$ cat config.mk
export PLATFORM = sky130hd
export DESIGN_NAME = utf8_stream_decoder_top
export DESIGN_NICKNAME = d
export VERILOG_FILES = /design/src/design/utf8sd_pkg.sv /design/src/design/utf8sd_in_stage.sv /design/src/design/utf8sd_decode.sv /design/src/design/utf8_stream_decoder_top.sv
export SDC_FILE = /design/constraint.sdc
export NUM_CORES = 1
export LEC_CHECK = 0
export ABC_CLOCK_PERIOD_IN_PS = 3850
export CAP_MARGIN = 20
export CORE_UTILIZATION = 50
export DETAILED_ROUTE_END_ITERATION = 8
export DONT_BUFFER_PORTS = 1
export PLACE_DENSITY = 0.61
export SETUP_SLACK_MARGIN = 0.3
export SLEW_MARGIN = 20
export SYNTH_ARGS = -nofsm -noshare
export SYNTH_HDL_FRONTEND = slang
export SYNTH_SLANG_ARGS = --single-unit
export TNS_END_PERCENT = 20
$ cat constraint.sdc
create_clock -name clk -period 3.85 [get_ports clk]
set_input_delay 0.77 -clock clk [delete_from_list [all_inputs] [get_ports clk]]
set_output_delay 0.77 -clock clk [all_outputs]
set_load 0.02 [all_outputs]
$ cat src/design/utf8sd_pkg.sv
// Package for the UTF-8 stream decoder: status codes, the lead byte length
// table and the structs passed between the decoder modules. No dependencies.
`timescale 1ns / 1ps
`default_nettype none

package utf8sd_pkg;

    // Width of the saturating character counter.
    localparam int INDEX_WIDTH = 20;
    // Width of the character index as it leaves the block.
    localparam int INDEX_OUT_WIDTH = 20;
    localparam int CP_WIDTH = 31;

    localparam logic [INDEX_WIDTH-1:0] COUNT_MAX = '1;

    // Result status codes.
    localparam logic [1:0] ST_OK        = 2'd0;
    localparam logic [1:0] ST_MALFORMED = 2'd1;
    localparam logic [1:0] ST_TRUNCATED = 2'd2;
    localparam logic [1:0] ST_SURROGATE = 2'd3;

    // Sequence length for the lead bytes 0xC0 to 0xFF, indexed by the low six bits.
    localparam logic [2:0] LEAD_LEN [64] = '{
        3'd2, 3'd2, 3'd2, 3'd2, 3'd2, 3'd2, 3'd2, 3'd2,
        3'd2, 3'd2, 3'd2, 3'd2, 3'd2, 3'd2, 3'd2, 3'd2,
        3'd2, 3'd2, 3'd2, 3'd2, 3'd2, 3'd2, 3'd2, 3'd2,
        3'd2, 3'd2, 3'd2, 3'd2, 3'd2, 3'd2, 3'd2, 3'd2,
        3'd3, 3'd3, 3'd3, 3'd3, 3'd3, 3'd3, 3'd3, 3'd3,
        3'd3, 3'd3, 3'd3, 3'd3, 3'd3, 3'd3, 3'd3, 3'd3,
        3'd4, 3'd4, 3'd4, 3'd4, 3'd4, 3'd4, 3'd4, 3'd4,
        3'd5, 3'd5, 3'd5, 3'd5, 3'd6, 3'd6, 3'd6, 3'd6
    };

    // Decoder state carried from one byte to the next.
    typedef struct packed {
        logic [2:0]             bytes_remaining;
        logic [CP_WIDTH-1:0]    accumulator;
        logic [INDEX_WIDTH-1:0] char_count;
    } dec_state_t;

    // One result word.
    typedef struct packed {
        logic [CP_WIDTH-1:0]        code_point;
        logic [1:0]                 status;
        logic [INDEX_OUT_WIDTH-1:0] char_index;
        logic                       string_done;
    } dec_result_t;

endpackage

`default_nettype wire

$ cat src/design/utf8sd_in_stage.sv
// Input register of the UTF-8 stream decoder: holds one byte and its end flag.
// Uses nothing from utf8sd_pkg; no dependencies.
`timescale 1ns / 1ps
`default_nettype none

module utf8sd_in_stage (
    input  wire logic       clk,
    input  wire logic       rst_n,
    input  wire logic       s_tvalid,
    output logic            s_tready,
    input  wire logic [7:0] s_tdata,     // [7:0] in_byte
    input  wire logic       s_tlast,     // end_of_string
    input  wire logic       take,        // the held byte is consumed this cycle
    output logic            held_valid,
    output logic [7:0]      held_byte,
    output logic            held_eos
);

    logic       valid_reg;
    logic       valid_next;
    logic [7:0] byte_reg;
    logic       eos_reg;

    assign s_tready   = !valid_reg || take;
    assign valid_next = s_tready ? s_tvalid : valid_reg;

    always_ff @(posedge clk or negedge rst_n)
    begin
        if (!rst_n)
        begin
            valid_reg <= 1'b0;
        end
        else
        begin
            valid_reg <= valid_next;
        end
    end

    always_ff @(posedge clk)
    begin
        if (s_tvalid && s_tready)
        begin
            byte_reg <= s_tdata;
            eos_reg  <= s_tlast;
        end
    end

    assign held_valid = valid_reg;
    assign held_byte  = byte_reg;
    assign held_eos   = eos_reg;

endmodule

`default_nettype wire

$ cat src/design/utf8sd_decode.sv
// Combinational decode step of the UTF-8 stream decoder: next state and result.
// Depends on utf8sd_pkg for the state and result structs, codes and length table.
`timescale 1ns / 1ps
`default_nettype none

module utf8sd_decode (
    input  wire logic [7:0]             in_byte,
    input  wire logic                   eos,
    input  wire utf8sd_pkg::dec_state_t cur,
    output utf8sd_pkg::dec_state_t      nxt,
    output logic                        emit,
    output utf8sd_pkg::dec_result_t     result
);

    always_comb
    begin
        logic [2:0]                      len;
        logic [4:0]                      lead_mask;
        logic [utf8sd_pkg::CP_WIDTH-1:0] acc_shift;
        logic [2:0]                      rem_dec;
        logic [utf8sd_pkg::CP_WIDTH-1:0] cp;
        logic [1:0]                      st;

        len       = utf8sd_pkg::LEAD_LEN[in_byte[5:0]];
        lead_mask = 5'h1F >> (len - 3'd2);
        acc_shift = {cur.accumulator[utf8sd_pkg::CP_WIDTH-7:0], in_byte[5:0]};
        rem_dec   = cur.bytes_remaining - 3'd1;
        cp        = '0;
        st        = utf8sd_pkg::ST_OK;
        emit      = 1'b0;
        nxt       = cur;

        if (cur.bytes_remaining == 3'd0)
        begin
            if (!in_byte[7])
            begin
                emit = 1'b1;
                cp   = utf8sd_pkg::CP_WIDTH'(in_byte);
            end
            else if (in_byte inside {[8'hC0:8'hFD]})
            begin
                if (eos)
                begin
                    emit = 1'b1;
                    st   = utf8sd_pkg::ST_TRUNCATED;
                end
                else
                begin
                    nxt.accumulator     = utf8sd_pkg::CP_WIDTH'(in_byte[4:0] & lead_mask);
                    nxt.bytes_remaining = len - 3'd1;
                end
            end
            else
            begin
                emit = 1'b1;
                st   = utf8sd_pkg::ST_MALFORMED;
            end
        end
        else if (eos && (cur.bytes_remaining > 3'd1))
        begin
            emit = 1'b1;
            st   = utf8sd_pkg::ST_TRUNCATED;
        end
        else if (in_byte[7:6] != 2'b10)
        begin
            emit = 1'b1;
            st   = utf8sd_pkg::ST_MALFORMED;
        end
        else if (rem_dec != 3'd0)
        begin
            nxt.accumulator     = acc_shift;
            nxt.bytes_remaining = rem_dec;
        end
        else
        begin
            emit                = 1'b1;
            nxt.accumulator     = '0;
            nxt.bytes_remaining = 3'd0;
            if (acc_shift inside {[31'h0000D800:31'h0000DFFF]})
            begin
                st = utf8sd_pkg::ST_SURROGATE;
            end
            else
            begin
                cp = acc_shift;
            end
        end

        // Bookkeeping shared by every result.
        if (emit)
        begin
            if ((st == utf8sd_pkg::ST_OK) && (cur.char_count != utf8sd_pkg::COUNT_MAX))
            begin
                nxt.char_count = cur.char_count + 1'b1;
            end
            if ((st != utf8sd_pkg::ST_OK) || eos)
            begin
                nxt.bytes_remaining = 3'd0;
                nxt.accumulator     = '0;
            end
            if (eos)
            begin
                nxt.char_count = '0;
            end
        end

        result.code_point  = cp;
        result.status      = st;
        result.char_index  = utf8sd_pkg::INDEX_OUT_WIDTH'(cur.char_count);
        result.string_done = eos;
    end

endmodule

`default_nettype wire

$ cat src/design/utf8_stream_decoder_top.sv
// Top level of the UTF-8 stream decoder: input register, decode step, state
// and result register. Depends on utf8sd_pkg, utf8sd_in_stage and utf8sd_decode.
`timescale 1ns / 1ps
`default_nettype none

// The decoder takes one byte of a UTF-8 string per word on the slave side, with
// tlast marking the last byte of the string, and gives one result word on the
// master side for every completed character, every error and every byte that
// ends a string. Lead bytes 0xC0 to 0xFD start sequences of two to six bytes;
// overlong forms and values above 0x10FFFF are passed as they decode, while
// values 0xD800 to 0xDFFF are reported as surrogates. On an error the offending
// byte is dropped and the decoder returns to idle. The result carries the code
// point (zero unless the status is ok), the status in tuser, the index of the
// character within its string (the count of good characters so far, saturating)
// and tlast when the byte that caused it ended the string; the count starts over
// after every such byte. The block sustains one byte per clock cycle while results
// are taken: each byte sits in an input register while the combinational decode
// step updates the state and loads the result register, so a result is valid
// once its byte has passed through the input register and the result register.
// A result that is not taken holds the decode step, and with it the input
// register, until m_tready is high.
module utf8_stream_decoder_top (
    input  wire logic        clk,
    input  wire logic        rst_n,
    input  wire logic        s_tvalid,
    output logic             s_tready,
    input  wire logic [7:0]  s_tdata,    // [7:0] in_byte
    input  wire logic        s_tlast,    // end_of_string
    output logic             m_tvalid,
    input  wire logic        m_tready,
    output logic [55:0]      m_tdata,    // [30:0] code_point, [50:31] char_index, rest zero
    output logic [1:0]       m_tuser,    // [1:0] status
    output logic             m_tlast     // string_done
);

    logic                    held_valid;
    logic [7:0]              held_byte;
    logic                    held_eos;
    logic                    process;
    logic                    emit;
    utf8sd_pkg::dec_state_t  state_reg;
    utf8sd_pkg::dec_state_t  state_next;
    utf8sd_pkg::dec_result_t dec_result;
    utf8sd_pkg::dec_result_t result_reg;
    logic                    out_valid_reg;
    logic                    out_valid_next;

    // The held byte is decoded whenever the result register is free or being
    // emptied, so that a byte producing a result never overwrites a pending one.
    assign process = held_valid && (!out_valid_reg || m_tready);

    utf8sd_in_stage u_in_stage (
        .clk        (clk),
        .rst_n      (rst_n),
        .s_tvalid   (s_tvalid),
        .s_tready   (s_tready),
        .s_tdata    (s_tdata),
        .s_tlast    (s_tlast),
        .take       (process),
        .held_valid (held_valid),
        .held_byte  (held_byte),
        .held_eos   (held_eos)
    );

    utf8sd_decode u_decode (
        .in_byte (held_byte),
        .eos     (held_eos),
        .cur     (state_reg),
        .nxt     (state_next),
        .emit    (emit),
        .result  (dec_result)
    );

    // Decoder state: sequence progress, partial code point and character count.
    always_ff @(posedge clk or negedge rst_n)
    begin
        if (!rst_n)
        begin
            state_reg <= '0;
        end
        else if (process)
        begin
            state_reg <= state_next;
        end
    end

    // Result register valid flag.
    always_comb
    begin
        if (process && emit)
        begin
            out_valid_next = 1'b1;
        end
        else if (m_tready)
        begin
            out_valid_next = 1'b0;
        end
        else
        begin
            out_valid_next = out_valid_reg;
        end
    end

    always_ff @(posedge clk or negedge rst_n)
    begin
        if (!rst_n)
        begin
            out_valid_reg <= 1'b0;
        end
        else
        begin
            out_valid_reg <= out_valid_next;
        end
    end

    // The result payload needs no reset; it is qualified by the valid flag.
    always_ff @(posedge clk)
    begin
        if (process && emit)
        begin
            result_reg <= dec_result;
        end
    end

    assign m_tvalid = out_valid_reg;
    assign m_tdata  = {5'd0, result_reg.char_index, result_reg.code_point};
    assign m_tuser  = result_reg.status;
    assign m_tlast  = result_reg.string_done;

    // No more than five continuation bytes are ever outstanding.
    assert property (@(posedge clk) disable iff (!rst_n)
        state_reg.bytes_remaining <= 3'd5)
    else $error("bytes_remaining out of range");

    // When no sequence is in progress the partial code point is cleared.
    assert property (@(posedge clk) disable iff (!rst_n)
        (state_reg.bytes_remaining == 3'd0) |-> (state_reg.accumulator == '0))
    else $error("accumulator not cleared while idle");

    // Error results never carry a code point.
    assert property (@(posedge clk) disable iff (!rst_n)
        (m_tvalid && (m_tuser != utf8sd_pkg::ST_OK)) |-> (m_tdata[30:0] == '0))
    else $error("nonzero code point on an error result");

    // A byte that ends a string leaves the decoder idle with the count cleared.
    assert property (@(posedge clk) disable iff (!rst_n)
        (process && held_eos) |=>
            ((state_reg.char_count == '0) && (state_reg.bytes_remaining == 3'd0)))
    else $error("state not cleared after end of string");

endmodule

`default_nettype wire

# Word level (Yosys, flattened, before mapping)
# Memory sizes are Yosys's and may differ from the RTL's.
# Cells that the tools add are included.
# totals
regBits	119
mem_bits_ro	192
in_bits	13
out_inout_bits	61
elab_cells	82
n_memories	1
# classes
add_sub_neg	4
magnitude_cmp	6
eq_ne	2
shifts	1
n_mux	36
bitwise_logic	2
n_reduce_logical	19
# memory_table
name	words	word_bits	read_ports	rd_ports_with_merged_regs	write_ports	line	rtl
(no name shown)	64	3	1	0	0	utf8sd_decode.sv:24	len = utf8sd_pkg::LEAD_LEN[in_byte[5:0]];
# ops
cell	count
two-way mux 34 bit	8
two-way mux 31 bit	5
two-way mux 54 bit	1
two-way mux 20 bit	2
greater-or-equal comparator 31 x 16 -> 1 bit, second input constant	1
<= comparator 31 x 16 -> 1 bit, second input constant	1
adder 20 x 1 -> 20 bit, second input constant	1
!= test 20 bit, second input constant	1
two-way mux 2 bit	8
two-way mux 1 bit	9
greater-or-equal comparator 8 bit, second input constant	1
<= comparator 8 bit, second input constant	1
greater-or-equal comparator 7 bit, second input constant	1
logical AND 1 bit	7
two-way mux 7 bit	1
inverter 6 -> 7 bit	1
two-way mux 3 bit	2
nonzero test 2 bit	3
subtractor 3 x 1 -> 3 bit, second input constant	2
bitwise AND 5 bit	1
right shift 5 x 3 -> 5 bit, first input constant	1
> comparator 3 x 1 -> 1 bit, second input constant	1
zero test 3 bit	1
logical OR 1 bit	3
6 further kinds	7

# Depth between registers and ports, before layout
# depth
word_depth	13
mapped_depth	10
depth_no_buf	9

# By module
# From an unflattened synthesis, not the netlist that was laid out.
# unflattened
cells_unflattened	543
area_unflattened_um2	6401.1
# modules_own_cells
module	n_inst	cells_each	area_each_um2	seq_area_each_um2
utf8_stream_decoder_top	1	180	3930.0	2997.9
utf8sd_decode	1	350	2147.1	0.0
utf8sd_in_stage	1	13	324.1	295.3

# Worst setup path after synthesis
# Ideal clock, no wire load.
# synth_timing
path_type	reg-to-reg
from	reg state_reg[51] in the netlist's numbering
to	reg state_reg[3] in the netlist's numbering
setup_time_ps	125
arrival_ps	2633
required_time_ps	3725
setup_slack_ps	1092
stages_incl_launch_ff	10
path_buffers	0
synth_period_minus_slack_ps	2758
cell_sequence	dfrtp_1 inv_1 ha_1 nand2b_1 a22o_1 nand2_1 nand3_2 inv_2 nand3_1 mux2_2
# synth_between
elab_chain_cells	10
elab_cells_between_ends	17
classes_between	add/sub (1); order compare (1); mux (8); reduce/logical (7)
# synth_rtl
element	line	rtl
from (decl)	utf8_stream_decoder_top.sv:41	utf8sd_pkg::dec_state_t state_reg;
from (signal assigned)	utf8_stream_decoder_top.sv:83	state_reg <= state_next;
subtractor 3 x 1 -> 3 bit	utf8sd_decode.sv:27	rem_dec = cur.bytes_remaining - 3'd1;
nonzero test 3 bit	utf8sd_decode.sv:69	else if (rem_dec != 3'd0)
two-way mux 2 bit	utf8sd_decode.sv:69	
two-way mux 2 bit	utf8sd_decode.sv:64	else if (in_byte[7:6] != 2'b10)
two-way mux 2 bit	utf8sd_decode.sv:59	else if (eos && (cur.bytes_remaining > 3'd1))
two-way mux 2 bit	utf8sd_decode.sv:33	if (cur.bytes_remaining == 3'd0)
zero test 2 bit	utf8sd_decode.sv:92	if ((st == utf8sd_pkg::ST_OK) && (cur.char_count != utf8sd_pkg::COUNT_MAX))
logical AND 1 bit	utf8sd_decode.sv:92	
nonzero test 2 bit (no line)	-	
AND reduction 3 bit (no line) *	-	
# Every way passes the cells marked *; elsewhere a longest branch is shown, timed or not.
# A chain may end at the register's enable or synchronous reset.

# Worst setup path in the final report
# layout_timing
from	reg state_reg[51] in the netlist's numbering
to	reg state_reg[14] in the netlist's numbering
# The elaborated chain is that of the path after synthesis.

==> results.txt <==
The setup TNS came out at 0 ns. Clock root buffer master: sky130_fd_sc_hd__clkbuf_8. After synthesis the netlist holds a flip-flop and latch count of 113. The biggest cell delay along the critical path came out at 0.52 ns. Critical path buffer and inverter count: 1. The via count came out at 3249. After detailed routing, the number of remaining DRC violations is 0.

Along the worst path, the maximum fanout reaches 22. For the antenna diode count, the log shows 0. The first global-routing pass estimated 15.8 mm of wire.

Largest family of logic cells by synthesized area: simple AND/OR/NAND/NOR gates. The first routing iteration left 106 violations. Setup repair after global routing left no endpoint under its margin. In the global route stage, met1 resource usage came out at 28.5%.

Compared with the post-synthesis result, the final layout area differs by 16.6%. The highest attainable clock frequency is 351 MHz, and the maximum count of clock buffers along a single path is 2. By area the synthesized netlist is led by sky130_fd_sc_hd__edfxtp_1, sky130_fd_sc_hd__dfrtp_1, sky130_fd_sc_hd__a22o_1.

Summing every instance area after synthesis gives 5030 um^2. The XOR/XNOR share of the synthesized area works out to 0.522%. The post-route clock period utilization came out at 74.0%.

The worst-case IR drop observed on VDD is 0.310 mV. The die is 102 um tall. Leaving out fill and tap cells, the most frequent cell in the layout is sky130_fd_sc_hd__edfxtp_1. The tree built by TritonCTS fans out to 113 sinks. Counting the fill cells in the layout gives 802. TritonCTS built the clock tree. STA puts the critical path data required time at 4.25 ns. Kind of launch point of the worst setup path: a flip-flop. In the final routed layout, each cell accounts on average for 17.3 um. The analysis attributes to cell leakage a power of 2.32 nW. STA classifies the critical path endpoint as a flip-flop. Traced cell by cell, the critical path runs through inv_1, ha_1, and2b_1, a2111o_1, o21ba_4, o21ai_2, or4_4, mux2_4. The number of max-cap violations is 0. The tools report the setup clock skew after layout as 0.00577 ns. The simple-gate portion of the synthesized area came out at 16.7%.

The global routing stage identified its most utilized layer as met1. Number of global-route vias before repair: 3072. The average cell area after synthesis is 12.5 um^2, and the fraction of synthesis flops using an asynchronous set or reset pin is 44.2%.

After clock tree synthesis, the repair step resized 0 gates. The Yosys step of the flow raised 0 warnings. The footprint of the multi-input gates was 1740 um^2; the arrival time reported for the critical path endpoint was 3.25 ns. The number of hold violations in the final report came out at 0.

Global routing used 28.4% of the available met2 tracks. The post-synthesis adder-cell area fraction came out at 1.99%. The tools report the maximum level of the CTS H-tree as 4.

For the area occupied by registers, the log shows 3140 um^2. For the max-slew headroom at the worst pin, the log shows 42.4%. For this design, the slowest cell found on the critical path is sky130_fd_sc_hd__or4_4.

The most common flop cell mapped by yosys was sky130_fd_sc_hd__edfxtp_1. The min-delay analysis places its worst path in the category input port to async pin. Share of layout cells above drive strength 1: 13.3%. The pre-antenna-repair detailed-routing pass consisted of 4 iterations. Measured along the x axis, the die boundary spans 102 um. For the area of the core, the log shows 9770 um^2. The initial standard-cell utilization of the core was 51.5%. The most area-hungry cell type in the Yosys netlist was sky130_fd_sc_hd__edfxtp_1. After the last flow step, the layout net total stands at 435.

After floorplanning, the core was divided into 36 placement rows. The congestion estimate from routability-driven global placement came to 0.817. The flow ran to the end, and the final reports show no timing, DRC or antenna violations. The register with the most flip-flops in the layout has 51 of them.

The clock transition at the registers of the reported paths is 0.06 ns. The count of nets left with antenna violations once routing finished came out at 0. The count of input and output buffers is 0, and the total routed wirelength is 9.67 mm. The total global-route track usage is 20.2%.

The final critical-path required period is 2.85 ns, and the total overflow reported by the global router is 0. The number of max-slew violations in the final report came out at 0. The run gives 17 as the number of CTS-inserted buffers. Summing the areas of all compound-gate instances in the mapped netlist gives 13.8% of the synthesized area.

The number of synthesized flops with an enable pin is 63. For this run, the register share of the synthesized area comes to 62.4%. Detailed placement ended at an HPWL of 6.28 mm.

After synthesis, the share of cell area in mux cells is 1.17%. In the synthesized netlist, the number of instances is 402. The run gives 0 as the number of setup violations in the final report. The number of different library cells used by synthesis comes to 66. The met3 track demand over resource was 6.91%; the core utilization of the finished layout was 60.0%.

At the later pin of the worst-skew pair, clock insertion delay measures 0.52 ns. Number of antenna violations at the first check in global routing: 0. In the layout the commonest cells are sky130_fd_sc_hd__edfxtp_1, sky130_fd_sc_hd__dfrtp_1, sky130_fd_sc_hd__and2_1, sky130_fd_sc_hd__a22o_1, sky130_fd_sc_hd__nor2_1.

Class of the most critical setup path: flip-flop to flip-flop. The largest net degree at the start of global routing was 51; the actual transition at the worst max-transition pin was 0.863 ns. Top cell type's share of synthesized area: 37.6%. The run gives 74 as the number of placed I/O pins. The floorplan step defined a die boundary enclosing 10500 um^2. Dividing total power by cell area gives a power density of 727 nW/um^2. In the routed layout, each cell is associated on average with a via count of 5.80.

Among cell families on the critical path, the largest total delay comes from compound AO/OA/AOI/OAI gates.
==> kinds of logic after synthesis <==
| family | count (synthesis) |
|---|---|
| mux | 5 |
| other cells | 1 |
| xor+xnor | 3 |
| fa+ha+maj | 8 |
| simple gates | 148 |
| flops | 113 |
| compound gates | 90 |
| buf+inv | 34 |
==> layer usage <==
metal  wire, um  share of wire, %
met5          0                 0
met3        459               4.7
met4        122               1.3
met2       4420                46
met1       4670                48
==> where the power goes <==
| group | internal, mW | total (mW) | leakage [nW] | switching, mW |
|---|---|---|---|---|
| Sequential | 1.56 | 1.88 | 1.30 | 0.316 |
| Combinational | 0.209 | 0.649 | 0.716 | 0.440 |
| Clock | 1.20 | 1.74 | 0.311 | 0.540 |
==> cell type report <==
type | instances | area share [%]
Clock buffer | 19 | 7.36
Tap cell | 133 | 2.84
Clock inverter | 13 | 3.97
Sequential cell | 113 | 53.6
Multi-Input combinational cell | 259 | 29.7
Timing Repair Buffer | 9 | 1.71
Inverter | 14 | 0.896
==> cells in the mapped netlist, types with 2 or more instances <==
cell type	instances
sky130_fd_sc_hd__edfxtp_1	63
sky130_fd_sc_hd__dfrtp_1	50
sky130_fd_sc_hd__and2_1	26
sky130_fd_sc_hd__a22o_1	22
sky130_fd_sc_hd__nor2_1	21
sky130_fd_sc_hd__nand2_1	20
sky130_fd_sc_hd__nand3_1	16
sky130_fd_sc_hd__a21oi_1	12
sky130_fd_sc_hd__inv_1	12
sky130_fd_sc_hd__nand4_1	10
sky130_fd_sc_hd__o21ai_0	10
sky130_fd_sc_hd__o31ai_1	10
sky130_fd_sc_hd__clkbuf_1	8
sky130_fd_sc_hd__ha_1	8
sky130_fd_sc_hd__or4_1	8
sky130_fd_sc_hd__nand2b_1	7
sky130_fd_sc_hd__nor2b_1	7
sky130_fd_sc_hd__buf_4	6
sky130_fd_sc_hd__nor3_1	6
sky130_fd_sc_hd__a32o_1	5
sky130_fd_sc_hd__nor4_1	5
sky130_fd_sc_hd__o211ai_1	5
sky130_fd_sc_hd__and2b_1	4
sky130_fd_sc_hd__and3_1	4
sky130_fd_sc_hd__buf_2	4
sky130_fd_sc_hd__mux2_2	3
sky130_fd_sc_hd__or3_1	3
sky130_fd_sc_hd__xnor2_1	3
sky130_fd_sc_hd__a211oi_1	2
sky130_fd_sc_hd__a31oi_1	2
sky130_fd_sc_hd__buf_6	2
sky130_fd_sc_hd__nor4bb_1	2
sky130_fd_sc_hd__o21ai_1	2
sky130_fd_sc_hd__or2_2	2
==> final timing paths <==
check                                           from                                end  slack (ns)  cells past startpoint
max                        state_reg[51]$_DFFE_PN0P_          state_reg[14]$_DFFE_PN0P_        1.00                      8
min                                            rst_n          state_reg[18]$_DFFE_PN0P_        0.10                      1
max reg2reg                state_reg[51]$_DFFE_PN0P_          state_reg[14]$_DFFE_PN0P_        1.00                      8
min reg2reg                 state_reg[1]$_DFFE_PN0P_              m_tdata[32]$_DFFE_PP_        0.51                      0
max in group asynchronous                      rst_n          state_reg[27]$_DFFE_PN0P_        3.51                      1
min in group clk                          s_tdata[1]  u_in_stage.held_byte[1]$_DFFE_PP_        0.35                      0
==> repair_timing <==
action / in CTS / in global routing
hold endpoints to repair: 50 / 0
buffers inserted: 0 / 0
hold buffers: 1 / 0
==> through the flow <==
step                instance area [um^2]  instances  hold WS, ns  worst slack, ns  power (mW)
finish                              5870        560        0.102             1.00        4.27
detailed placement                  5180        527        0.476             1.05        2.54
global placement                    5180        527        0.476             1.11        2.52
CTS                                 5870        560       0.0999             1.01        4.30
global route                        5870        560        0.101            0.826        4.46
floorplan                           5050        406        0.421             1.09        2.36
Power figures use the tool's default switching activity.
